`src/rtl/core/dva_pkg.sv`:
```
`timescale 1ns / 1ps
// Shared types and constants for the dual encoder velocity averager.
// No dependencies; every module of the block imports this package.
package dva_pkg;

   // Fixed field widths
   localparam int COUNT_W    = 32;
   localparam int DELTA_W    = 8;
   localparam int MM_W       = 16;
   localparam int LPS_W      = 16;
   localparam int CHANGE_W   = 24;
   localparam int SPEED_W    = 40;
   localparam int CSR_IDX_W  = 4;
   localparam int CSR_DATA_W = 16;

   // Saturation bounds of a wheel delta
   localparam logic signed [COUNT_W-1:0] DELTA_MAX = 32'sd127;
   localparam logic signed [COUNT_W-1:0] DELTA_MIN = -32'sd128;

   // Register indexes
   localparam logic [CSR_IDX_W-1:0] CSR_MM_PER_TICK  = 4'd0;
   localparam logic [CSR_IDX_W-1:0] CSR_LOOPS_PER_S  = 4'd1;
   localparam logic [CSR_IDX_W-1:0] CSR_LEFT_ENABLE  = 4'd2;
   localparam logic [CSR_IDX_W-1:0] CSR_RIGHT_ENABLE = 4'd3;

   // Register reset values
   localparam logic [MM_W-1:0]  MM_PER_TICK_RESET = 16'd1000;
   localparam logic [LPS_W-1:0] LOOPS_PER_S_RESET = 16'd500;

   // Sequencer states
   typedef enum logic [2:0] {
      ST_IDLE,
      ST_UPDATE,
      ST_MULT,
      ST_RECIP,
      ST_FIX,
      ST_MERGE
   } dva_state_type;

   // Step strobes sent to each wheel lane
   typedef struct packed {
      logic load;
      logic update;
      logic mult;
      logic recip;
      logic fix;
   } dva_step_type;

endpackage

```
`src/rtl/core/dual_encoder_velocity_averager.sv`:
```
`timescale 1ns / 1ps
// Top level of the dual encoder velocity averager: registers, sequencer,
// two wheel lanes and the merge stage. Uses dva_pkg, dva_lane, dva_merge.
//
//   channel  direction  handshake            payload
//   req_     in         req_valid/req_stall  left and right absolute counts
//   rsp_     out        rsp_valid/rsp_stall  changes, forward change, speeds, clip
//   csr_     in         csr_valid/csr_ready  csr_index, csr_data
//
// A request is accepted in the idle step and its result is loaded into the
// output register after ring update, multiply, reciprocal multiply, quotient
// fix and merge; each request walks all six sequencer steps, and no new
// request is taken until the previous one has left the merge step.
// The next request is taken while the result waits in the output register.
// A stalled result holds the sequencer in its merge step.
// Reset is synchronous; the delta ring needs no clearing pass, as the oldest
// entry is not subtracted from the total until the ring position first wraps.
module dual_encoder_velocity_averager import dva_pkg::*; #(
   parameter int AVERAGE_TAPS = 8
) (
   input  logic                       clock,
   input  logic                       reset,
   input  logic                       req_valid,
   output logic                       req_stall,
   input  logic signed [COUNT_W-1:0]  req_left_count,
   input  logic signed [COUNT_W-1:0]  req_right_count,
   output logic                       rsp_valid,
   input  logic                       rsp_stall,
   output logic signed [CHANGE_W-1:0] rsp_left_change_q16,
   output logic signed [CHANGE_W-1:0] rsp_right_change_q16,
   output logic signed [CHANGE_W-1:0] rsp_forward_change_q16,
   output logic signed [SPEED_W-1:0]  rsp_left_speed_q16,
   output logic signed [SPEED_W-1:0]  rsp_right_speed_q16,
   output logic                       rsp_delta_clipped,
   input  logic                       csr_valid,
   output logic                       csr_ready,
   input  logic [CSR_IDX_W-1:0]       csr_index,
   input  logic [CSR_DATA_W-1:0]      csr_data
);

   localparam int PW = $clog2(AVERAGE_TAPS);

   dva_state_type          state_ff, state_in;
   dva_step_type           step;
   logic [MM_W-1:0]        mm_ff;
   logic [LPS_W-1:0]       lps_ff;
   logic                   len_ff, ren_ff;
   logic [PW-1:0]          pos_ff, pos_in;
   logic                   wrapped_ff, wrapped_in;
   logic                   rsp_valid_ff, rsp_valid_in;
   logic                   accept, out_load;
   logic signed [CHANGE_W-1:0] lchange, rchange;
   logic                   lclip, rclip;

   assign csr_ready = 1'b1;

   // Configuration registers
   always_ff @(posedge clock) begin
      if (reset) begin
         mm_ff  <= MM_PER_TICK_RESET;
         lps_ff <= LOOPS_PER_S_RESET;
         len_ff <= 1'b1;
         ren_ff <= 1'b1;
      end else if (csr_valid) begin
         case (csr_index)
            CSR_MM_PER_TICK:  mm_ff  <= csr_data;
            CSR_LOOPS_PER_S:  lps_ff <= csr_data;
            CSR_LEFT_ENABLE:  len_ff <= csr_data[0];
            CSR_RIGHT_ENABLE: ren_ff <= csr_data[0];
            default: ;
         endcase
      end
   end

   // Sequencer: next state and step strobes
   always_comb begin
      state_in    = state_ff;
      accept      = 1'b0;
      out_load    = 1'b0;
      step        = '0;
      req_stall   = 1'b1;
      case (state_ff)
         ST_IDLE: begin
            req_stall = 1'b0;
            if (req_valid) begin
               accept    = 1'b1;
               step.load = 1'b1;
               state_in  = ST_UPDATE;
            end
         end
         ST_UPDATE: begin
            step.update = 1'b1;
            state_in    = ST_MULT;
         end
         ST_MULT: begin
            step.mult = 1'b1;
            state_in  = ST_RECIP;
         end
         ST_RECIP: begin
            step.recip = 1'b1;
            state_in   = ST_FIX;
         end
         ST_FIX: begin
            step.fix = 1'b1;
            state_in = ST_MERGE;
         end
         ST_MERGE: begin
            if (!rsp_valid_ff || !rsp_stall) begin
               out_load = 1'b1;
               state_in = ST_IDLE;
            end
         end
         default: state_in = ST_IDLE;
      endcase
   end

   // Ring position advances once per request
   always_comb begin
      pos_in     = pos_ff;
      wrapped_in = wrapped_ff;
      if (step.update) begin
         if (pos_ff == PW'(AVERAGE_TAPS - 1)) begin
            pos_in     = '0;
            wrapped_in = 1'b1;
         end else begin
            pos_in = pos_ff + 1'b1;
         end
      end
   end

   assign rsp_valid_in = out_load | (rsp_valid_ff & rsp_stall);

   // Control registers
   always_ff @(posedge clock) begin
      if (reset) begin
         state_ff     <= ST_IDLE;
         pos_ff       <= '0;
         wrapped_ff   <= 1'b0;
         rsp_valid_ff <= 1'b0;
      end else begin
         state_ff     <= state_in;
         pos_ff       <= pos_in;
         wrapped_ff   <= wrapped_in;
         rsp_valid_ff <= rsp_valid_in;
      end
   end

   dva_lane #(.TAPS(AVERAGE_TAPS)) u_left (
      .clock       (clock),
      .reset       (reset),
      .step        (step),
      .count       (req_left_count),
      .enable      (len_ff),
      .tick_scale  (mm_ff),
      .pos         (pos_ff),
      .wrapped     (wrapped_ff),
      .change      (lchange),
      .clip        (lclip)
   );

   dva_lane #(.TAPS(AVERAGE_TAPS)) u_right (
      .clock       (clock),
      .reset       (reset),
      .step        (step),
      .count       (req_right_count),
      .enable      (ren_ff),
      .tick_scale  (mm_ff),
      .pos         (pos_ff),
      .wrapped     (wrapped_ff),
      .change      (rchange),
      .clip        (rclip)
   );

   dva_merge u_merge (
      .clock              (clock),
      .load               (out_load),
      .left_travel        (lchange),
      .right_travel       (rchange),
      .left_clip          (lclip),
      .right_clip         (rclip),
      .loops_per_second   (lps_ff),
      .left_travel_q16    (rsp_left_change_q16),
      .right_travel_q16   (rsp_right_change_q16),
      .forward_change_q16 (rsp_forward_change_q16),
      .left_speed_q16     (rsp_left_speed_q16),
      .right_speed_q16    (rsp_right_speed_q16),
      .delta_clipped      (rsp_delta_clipped)
   );

   assign rsp_valid = rsp_valid_ff;

   // An accepted request always starts the ring update next
   a_accept_update: assert property (@(posedge clock) disable iff (reset)
      accept |=> state_ff == ST_UPDATE)
      else $error("accepted request did not start ring update");

   // A new result only appears out of the merge step
   a_result_from_merge: assert property (@(posedge clock) disable iff (reset)
      $rose(rsp_valid_ff) |-> $past(state_ff == ST_MERGE))
      else $error("result appeared outside merge step");

   // Ring position stays inside the window
   a_pos_range: assert property (@(posedge clock) disable iff (reset)
      pos_ff <= PW'(AVERAGE_TAPS - 1))
      else $error("ring position out of range");

   // Once wrapped, the ring stays fully populated
   a_wrapped_sticky: assert property (@(posedge clock) disable iff (reset)
      wrapped_ff |=> wrapped_ff)
      else $error("ring wrap flag cleared");

   // Position moves only during the update step
   a_pos_moves_on_update: assert property (@(posedge clock) disable iff (reset)
      (state_ff != ST_UPDATE) |=> $stable(pos_ff))
      else $error("ring position moved outside update");

endmodule

```
`src/rtl/core/dva_lane.sv`:
```
`timescale 1ns / 1ps
// One wheel lane: delta and saturation, delta ring with running total,
// scaling by travel per tick and division by the tap count. Uses dva_pkg.
module dva_lane import dva_pkg::*; #(
   parameter int TAPS = 8,
   localparam int PW  = $clog2(TAPS),
   localparam int TW  = DELTA_W + PW,
   localparam int MW  = TW + 15
) (
   input  logic                       clock,
   input  logic                       reset,
   input  dva_step_type               step,
   input  logic signed [COUNT_W-1:0]  count,
   input  logic                       enable,
   input  logic [MM_W-1:0]            tick_scale,
   input  logic [PW-1:0]              pos,
   input  logic                       wrapped,
   output logic signed [CHANGE_W-1:0] change,
   output logic                       clip
);

   // floor(2^32 / TAPS); the quotient estimate is at most one low
   localparam logic [31:0] RECIP = 32'((64'd1 << 32) / TAPS);

   logic [COUNT_W-1:0]        last_ff, last_in;
   logic signed [DELTA_W-1:0] delta_ff, delta_in;
   logic                      clip_ff, clip_in;
   logic signed [DELTA_W-1:0] rd_ff;
   logic signed [TW-1:0]      total_ff, total_in;
   logic [MW-1:0]             mag_ff, mag_in;
   logic                      neg_ff;
   logic [MW+31:0]            recip_ff, recip_in;
   logic signed [CHANGE_W-1:0] change_ff, change_in;
   logic signed [DELTA_W-1:0] ring_mem [TAPS];

   logic signed [COUNT_W-1:0] diff;
   logic [TW-1:0]             abs_total;
   logic [MW-1:0]             q0, back, rem, q;

   // Wrapping difference, saturated to the delta range
   always_comb begin
      diff     = count - $signed(last_ff);
      last_in  = last_ff;
      delta_in = '0;
      clip_in  = 1'b0;
      if (enable) begin
         last_in = count;
         if (diff > DELTA_MAX) begin
            delta_in = DELTA_MAX[DELTA_W-1:0];
            clip_in  = 1'b1;
         end else if (diff < DELTA_MIN) begin
            delta_in = DELTA_MIN[DELTA_W-1:0];
            clip_in  = 1'b1;
         end else begin
            delta_in = diff[DELTA_W-1:0];
         end
      end
   end

   // Running total: drop the oldest delta once the ring has wrapped
   always_comb begin
      total_in = total_ff + TW'(delta_ff);
      if (wrapped) begin
         total_in = total_in - TW'(rd_ff);
      end
   end

   // Magnitude of total times travel per tick
   always_comb begin
      abs_total = total_ff[TW-1] ? TW'(-total_ff) : TW'(total_ff);
      mag_in    = MW'(abs_total * tick_scale);
   end

   assign recip_in = (MW+32)'(mag_ff) * (MW+32)'(RECIP);

   // Correct the quotient estimate and restore the sign
   always_comb begin
      q0   = recip_ff[MW+31:32];
      back = MW'(q0 * TAPS);
      rem  = mag_ff - back;
      q    = (rem >= MW'(TAPS)) ? q0 + 1'b1 : q0;
      change_in = neg_ff ? -$signed(q[CHANGE_W-1:0]) : $signed(q[CHANGE_W-1:0]);
   end

   // Lane state
   always_ff @(posedge clock) begin
      if (reset) begin
         last_ff  <= '0;
         total_ff <= '0;
         clip_ff  <= 1'b0;
      end else begin
         if (step.load) begin
            last_ff <= last_in;
            clip_ff <= clip_in;
         end
         if (step.update) begin
            total_ff <= total_in;
         end
      end
   end

   // Datapath registers
   always_ff @(posedge clock) begin
      if (step.load) begin
         delta_ff <= delta_in;
      end
      if (step.mult) begin
         mag_ff <= mag_in;
         neg_ff <= total_ff[TW-1];
      end
      if (step.recip) begin
         recip_ff <= recip_in;
      end
      if (step.fix) begin
         change_ff <= change_in;
      end
   end

   // Delta ring: read the oldest entry on load, overwrite it on update
   always_ff @(posedge clock) begin
      if (step.load) begin
         rd_ff <= ring_mem[pos];
      end
      if (step.update) begin
         ring_mem[pos] <= delta_ff;
      end
   end

   assign change = change_ff;
   assign clip   = clip_ff;

endmodule

```
`src/rtl/core/dva_merge.sv`:
```
`timescale 1ns / 1ps
// Merge stage: per-wheel travel, forward mean, per-wheel speed and clip flag,
// registered as the result payload. Uses dva_pkg.
module dva_merge import dva_pkg::*; (
   input  logic                       clock,
   input  logic                       load,
   input  logic signed [CHANGE_W-1:0] left_travel,
   input  logic signed [CHANGE_W-1:0] right_travel,
   input  logic                       left_clip,
   input  logic                       right_clip,
   input  logic [LPS_W-1:0]           loops_per_second,
   output logic signed [CHANGE_W-1:0] left_travel_q16,
   output logic signed [CHANGE_W-1:0] right_travel_q16,
   output logic signed [CHANGE_W-1:0] forward_change_q16,
   output logic signed [SPEED_W-1:0]  left_speed_q16,
   output logic signed [SPEED_W-1:0]  right_speed_q16,
   output logic                       delta_clipped
);

   logic signed [CHANGE_W-1:0]  left_ff, right_ff, fwd_ff;
   logic signed [SPEED_W-1:0]   lspd_ff, rspd_ff;
   logic                        clip_ff;
   logic signed [CHANGE_W:0]    sum;
   logic signed [LPS_W:0]       lps_s;
   logic signed [CHANGE_W+LPS_W:0] lspd_full, rspd_full;

   // Floor mean and speed products
   always_comb begin
      sum       = (CHANGE_W+1)'(left_travel) + (CHANGE_W+1)'(right_travel);
      lps_s     = $signed({1'b0, loops_per_second});
      lspd_full = left_travel * lps_s;
      rspd_full = right_travel * lps_s;
   end

   // Hold the payload until the next load
   always_ff @(posedge clock) begin
      if (load) begin
         left_ff  <= left_travel;
         right_ff <= right_travel;
         fwd_ff   <= sum[CHANGE_W:1];
         lspd_ff  <= lspd_full[SPEED_W-1:0];
         rspd_ff  <= rspd_full[SPEED_W-1:0];
         clip_ff  <= left_clip | right_clip;
      end
   end

   assign left_travel_q16    = left_ff;
   assign right_travel_q16   = right_ff;
   assign forward_change_q16 = fwd_ff;
   assign left_speed_q16     = lspd_ff;
   assign right_speed_q16    = rspd_ff;
   assign delta_clipped      = clip_ff;

endmodule

```
`config.mk`:
```
export PLATFORM = sky130hd
export DESIGN_NAME = dual_encoder_velocity_averager
export DESIGN_NICKNAME = d
export VERILOG_FILES = /design/src/rtl/core/dva_pkg.sv /design/src/rtl/core/dual_encoder_velocity_averager.sv /design/src/rtl/core/dva_lane.sv /design/src/rtl/core/dva_merge.sv
export SDC_FILE = /design/constraint.sdc
export NUM_CORES = 2
export LEC_CHECK = 0
export ABC_AREA = 1
export BUFFER_PORTS_ARGS = -buffer_cell sky130_fd_sc_hd__buf_2
export CORE_ASPECT_RATIO = 0.5
export CORE_MARGIN = 1
export CORE_UTILIZATION = 40
export DETAILED_ROUTE_END_ITERATION = 8
export PLACE_DENSITY = 0.52
export SLEW_MARGIN = 20
export SYNTH_ARGS = -nofsm -noshare
export SYNTH_HDL_FRONTEND = slang
export SYNTH_SLANG_ARGS = --single-unit
```
`constraint.sdc`:
```
create_clock -name clock -period 25.7 [get_ports clock]
set_clock_uncertainty 0.1 [all_clocks]
set_input_delay 2.57 -clock clock [delete_from_list [all_inputs] [get_ports clock]]
set_output_delay 2.57 -clock clock [all_outputs]
set_load 0.005 [all_outputs]
```
### After elaboration in Yosys (flattened, before gate mapping)

Memory sizes are Yosys's and may differ from the RTL's. A register that Yosys moved wholly into a read port is not among the register bits.
Index checks and enable logic that the tools add are counted.

| word-level totals | value |
|---|---|
| register bits | 453 |
| memory bits (writable) | 128 |
| input port bits | 89 |
| memories | 2 |

Memories:

| memory | depth | bits a word | read ports | clocked after Yosys merged registers in | write ports | RTL line | source |
|---|---|---|---|---|---|---|---|
| u_left.ring_mem | 8 | 8 | 1 | 1 | 1 | dva_lane.sv:34 | `logic signed [DELTA_W-1:0] ring_mem [TAPS];` |
| u_right.ring_mem | 8 | 8 | 1 | 1 | 1 | dva_lane.sv:34 |  |

| operators by class | value |
|---|---|
| add/subtract/negate cells | 16 |
| multiply operators | 4 |
| magnitude comparators | 6 |
| equal/unequal tests | 11 |
| mux-type cells | 33 |
| bitwise gates (word level) | 5 |
| reductions and logical operators | 15 |

Operators with widths:

| kind | count |
|---|---|
| $mux 24 | 4 |
| $mul 24x17->40 | 2 |
| $gt 32x8->1 const B | 2 |
| $lt 32x8->1 const B | 2 |
| $sub 32x32->32 | 2 |
| $ge 26x4->1 const B | 2 |
| $mul 11x16->26 | 2 |
| $sub 26x26->26 | 2 |
| $add 23x1->24 const B | 2 |
| $neg 24->24 | 2 |
| $mux 11 | 4 |
| $add 24x24->25 | 1 |
| $add 11x8->11 | 2 |
| $neg 11->11 | 2 |
| $sub 11x8->11 | 2 |
| $pmux 3 s6 | 1 |
| $mux 1 | 17 |
| $mux 8 | 2 |
| $reduce_and 2->1 | 8 |
| $mux 7 | 2 |
| $eq 3x3->1 const B | 3 |
| $mux 3 | 3 |
| $eq 4x2->1 const B | 2 |
| $eq 3x2->1 const B | 2 |
| 12 further kinds | 17 |

### Longest topological paths before layout

| logic depth | value |
|---|---|
| depth in word-level cells | 5 |
| mapped depth | 36 |
| depth with buffers taken out | 35 |

### Modules after synthesis

From an unflattened synthesis, not the netlist that was laid out.

| second synthesis, totals | value |
|---|---|
| cell total of the unflattened synthesis | 9,627 |
| area, all modules | 75,314.7 um^2 |

By module, submodules not included:

| module | times used | cells each | area an instance (um^2) |
|---|---|---|---|
| dva_merge | 1 | 4,544 | 36,103.4 |
| dva_lane at u_right | 1 | 2,426 | 18,720.5 |
| dva_lane at u_left | 1 | 2,408 | 18,704.2 |
| dual_encoder_velocity_averager | 1 | 249 | 1,786.7 |

### Worst setup path before layout

Ideal clock, no wire load.

| timing | value |
|---|---|
| path kind | input to register |
| start point | in rsp_stall |
| end point | reg u_merge.clip_ff, in the netlist u_merge.delta_clipped (enable) |
| arrival time | 9.761 ns |
| slack | 15.122 ns |
| stages | 1 |
| path buffers | 0 |
| cells stage by stage | a21oi_1 |

| on the way | value |
|---|---|
| longest elaborated chain between the ends | 4 |

Ends and longest elaborated chain:

| element | RTL line | source |
|---|---|---|
| start, declared | dual_encoder_velocity_averager.sv:28 | `input logic rsp_stall,` |
| $logic_not 1->1 | dual_encoder_velocity_averager.sv:108 | `if (!rsp_valid_ff \|\| !rsp_stall) begin` |
| $logic_or 1x1->1 | dual_encoder_velocity_averager.sv:108 |  |
| $mux 1 | dual_encoder_velocity_averager.sv:108 |  |
| $mux 1 | dual_encoder_velocity_averager.sv:82 | `case (state_ff)` |
| end signal, assigned | dva_merge.sv:43 | `clip_ff <= left_clip \| right_clip;` |
| end, declared | dva_merge.sv:22 | `logic clip_ff;` |

Every way passes these cells.
A chain may end at the register's enable or synchronous reset.

### Worst setup path in the final report

| timing | value |
|---|---|
| start point | reg u_left.total_ff[0] |
| end point | reg u_left.mag_ff[24], data pin |

| on the way | value |
|---|---|
| longest elaborated chain between the ends | 3 |

Ends and longest elaborated chain:

| element | RTL line | source |
|---|---|---|
| start, declared | dva_lane.sv:29 | `logic signed [TW-1:0] total_ff, total_in;` |
| start signal, assigned | dva_lane.sv:97 | `total_ff <= total_in;` |
| $neg 11->11 | dva_lane.sv:70 | `abs_total = total_ff[TW-1] ? TW'(-total_ff) : TW'(total_ff);` |
| $mux 11 (*) | dva_lane.sv:70 |  |
| $mul 11x16->26 (*) | dva_lane.sv:71 | `mag_in = MW'(abs_total * tick_scale);` |
| via u_left.mag_in[24] | dva_lane.sv:30 | `logic [MW-1:0] mag_ff, mag_in;` |
| end signal, assigned | dva_lane.sv:108 | `mag_ff <= mag_in;` |
| end, declared | dva_lane.sv:30 |  |

Mark *: on every way through the listed nets, which the timed path passes. The rest lies on a longest branch.

==> flow_summary.yaml <==
status:
  status: "finished with violations"
  violations: "DRC"
route:
  wire_per_inst_um: 18.3
  drt_iter0_markers: 3466
  routed_via_density: 4.91
  drc: 10
  vias: 55084
  routed_wirelength_um: 205000
  ant_nets: 0
  firstDrtPassIters: 8
cells_and_area:
  mostFrequentLayoutCells: "nand2_1 (2084), inv_1 (2045), fa_1 (1001), ha_1 (497), edfxtp_1 (461)"
  antenna_cells: 0
  drive_above_1_share_pct: 6.28
  area_delta_synth_final_pct: 8.73
  final_nets: 10358
  design_area_sq_um: 77700
  mostFrequentLayoutCell: "nand2_1"
power:
  power_mw: 5.82
  p_switching_mw: 2.64
  p_int_mw: 3.18
  combPwrFrac_pct: 59.2
  power_frac_seq_pct: 22.9
  share_clk_of_total_power_pct: 17.9
  p_sw_share_pct: 45.3
  leakage_nw: 39.4
  power_density_nw_per_um2: 74.9
  vdd_drop_max_mv: 0.0714
synthesis:
  ys_types: 58
  synthSimpleGateAreaFrac_pct: 17.2
  synth-seq-cells: 591
  yosysTopAreaCell: "fa_1"
  syn_area_per_cell_sq_um: 8.27
  netlist_top_cells_area: "fa_1 (28%), edfxtp_1 (19%), nand2_1 (11%)"
  synth_nets: 10231
  synthFlopType: "edfxtp_1"
  async_flop_share_pct: 0
  muxShareOfSynthArea_pct: 0.0140
  synth.cell_area_sq_um: 71400
  synth_top_family_by_area: "adder cells"
  yosysWarnings: 0
  synth_cells: 8644
  ys_seq_area_share_pct: 23.0
  synth_edf_count: 461
  synth-compound-area-share_pct: 6.53
  synth.top_cell.area_share_pct: 28.0
  synth_fa_ha_area_share_pct: 36.8
  synth_xor_area_share_pct: 4.01
timing:
  fin_crit_sh_pct: 29.6
  fin_crit_ps: 7610
  rsz0062_at_grt: "no"
  finalSetupViolCount: 0
  hold_violations: 0
  maxSlewViolCount: 0
  worst_slew_pin_slew_ps: 1220
  fmax_mhz: 131
  relSlewSlack_pct: 18.6
  finalSetupTns_ps: 0
clock_tree:
  hold_buffers: 0
  clk_pin_slew_ps: 60
  htree_levels: 3
  cts_buffers: 68
  cts_resized: 0
  cts-root-buf: "clkbuf_16"
  postCtsSetupBuffers: 0
  cts_tree: "done"
  cts.sinks: 591
  clock_latency_ps: 700
  cts_buffer_depth: 3
floorplan:
  start_util_pct: 40.4
  die_y_um: 301
  core-area_sq_um: 177000
  boundaryPins: 245
  row_count: 109
  die_area_sq_um: 180000
  die_x_um: 600
hold_path:
  holdCritStartpoint: "u_left.mag_ff[3]"
  hold_path.class: "register to register"
setup_path:
  r2r_start: "u_left.total_ff[0]"
  startpoint_type: "register"
  arrival_ps: 7950
  cp.required_ps: 26040
  cp_common_cell: "nand2_1"
  crit_type: "register to register"
  slowest_delay_ps: 850
  crit_slowest_cell: "dfxtp_1"
  startpoint: "u_left.total_ff[0]"
  critPathMaxFanout: 19
  critPathCaptureType: "register"
global_route:
  grt_pass1_vias: 56549
  overflow: 0
  grt_max_degree: 66
  track_usage_pct: 23.1
  grt_pass1_wl_um: 322000
  antenna_found_initial: 3
placed_design:
  numPortBuffers: 243
  hpwl_um: 160000
  gp_congestion: 0.912
  place_area_sq_um: 75400
run:
  cap_violations: 0
[final timing paths]
kind	to	depth (start not counted)	slack [ps]
worst max-delay path	u_left.mag_ff[24]	33	18090
worst min-delay path	u_left.recip_ff[32]	0	350
worst max register to register	u_left.mag_ff[24]	33	18090
worst min register to register	u_left.recip_ff[32]	0	350
[flip-flops by register name, indices dropped and copies added (netlist names), 11 cells and up]
name / flops
lps_ff: 16
mm_ff: 16
u_left.change: 24
u_left.last_ff: 32
u_left.mag_ff: 26
u_left.recip_ff: 23
u_left.ring_mem: 64
u_left.total_ff: 11
u_merge.forward_change_q16: 24
u_merge.left_speed_q16: 40
u_merge.left_travel_q16: 24
u_merge.right_speed_q16: 40
u_merge.right_travel_q16: 24
u_right.change: 24
u_right.last_ff: 32
u_right.mag_ff: 26
u_right.recip_ff: 23
u_right.ring_mem: 64
u_right.total_ff: 11
[stage by stage]
stage,util (%),instances,hold WS [ps],setup slack (ps)
finish,43.9,11212,347,18090
global route,43.9,11212,351,17410
CTS,43.9,11211,348,18020
detailed placement,42.6,11086,333,18040
global placement,42.6,11086,330,18130
floorplan,-,8644,306,15120
[power by group through the flow]
stage          clock, mW  sequential [mW]  combinational (mW)
3_3_place_gp           0             1.35                3.44
6_report            1.04             1.33                3.44
4_1_cts             1.08             1.33                3.48
2_1_floorplan          0             1.32                2.62
3_5_place_dp           0             1.35                3.46
5_1_grt             1.11             1.34                3.97
[cell usage after synthesis (all sizes together), types with 98 or more instances]
cell and n:
nand3 199, xnor2 98, inv 2060, a21oi 415
nor2 482, clkbuf 262, dfxtp 130, ha 497
xor2 228, edfxtp 461, o21ai 267, nand2 2104
fa 1001, nand4 109
[kinds of logic (layout without fill, tap and decap cells)]
logic type,after synthesis,after routing
flip-flops,591,591
XOR/XNOR,326,326
AND/OR/NAND/NOR,3017,3017
other,1,1
buffers and inverters,2368,2550
AO/OA/AOI/OAI,842,842
multiplexers,1,1
adder cells (fa/ha/maj),1498,1498
[metal layers]
metal / global-route usage (%) / vias up / part of all wire [%] / routed length (um)
met5: 0 / - / 0.020 / 40
met4: 6.27 / 6 / 2.9 / 5850
met3: 3.52 / 222 / 5.7 / 11600
met2: 39.6 / 1359 / 48 / 97400
met1: 30.4 / 26975 / 44 / 90000
li1: - / 26522 / - / -
[layout make-up]
cell class | instances | area [sq um]
Multi-Input combinational cell | 5685 | 46200
Timing Repair Buffer | 338 | 1940
Sequential cell | 591 | 16500
Tap cell | 2386 | 2990
Clock buffer | 82 | 1760
Fill cell | 18101 | 99300
Clock inverter | 43 | 541
Inverter | 2087 | 7840
[critical path: cells and delay by family (launching register included)]
kind	cells	cell delay, ps
flip-flops	1	850
AND/OR/NAND/NOR	12	1220
AO/OA/AOI/OAI	7	1680
adder cells (fa/ha/maj)	7	2730
buffers and inverters	7	790
Note: power is estimated with default switching activity, not from simulation.
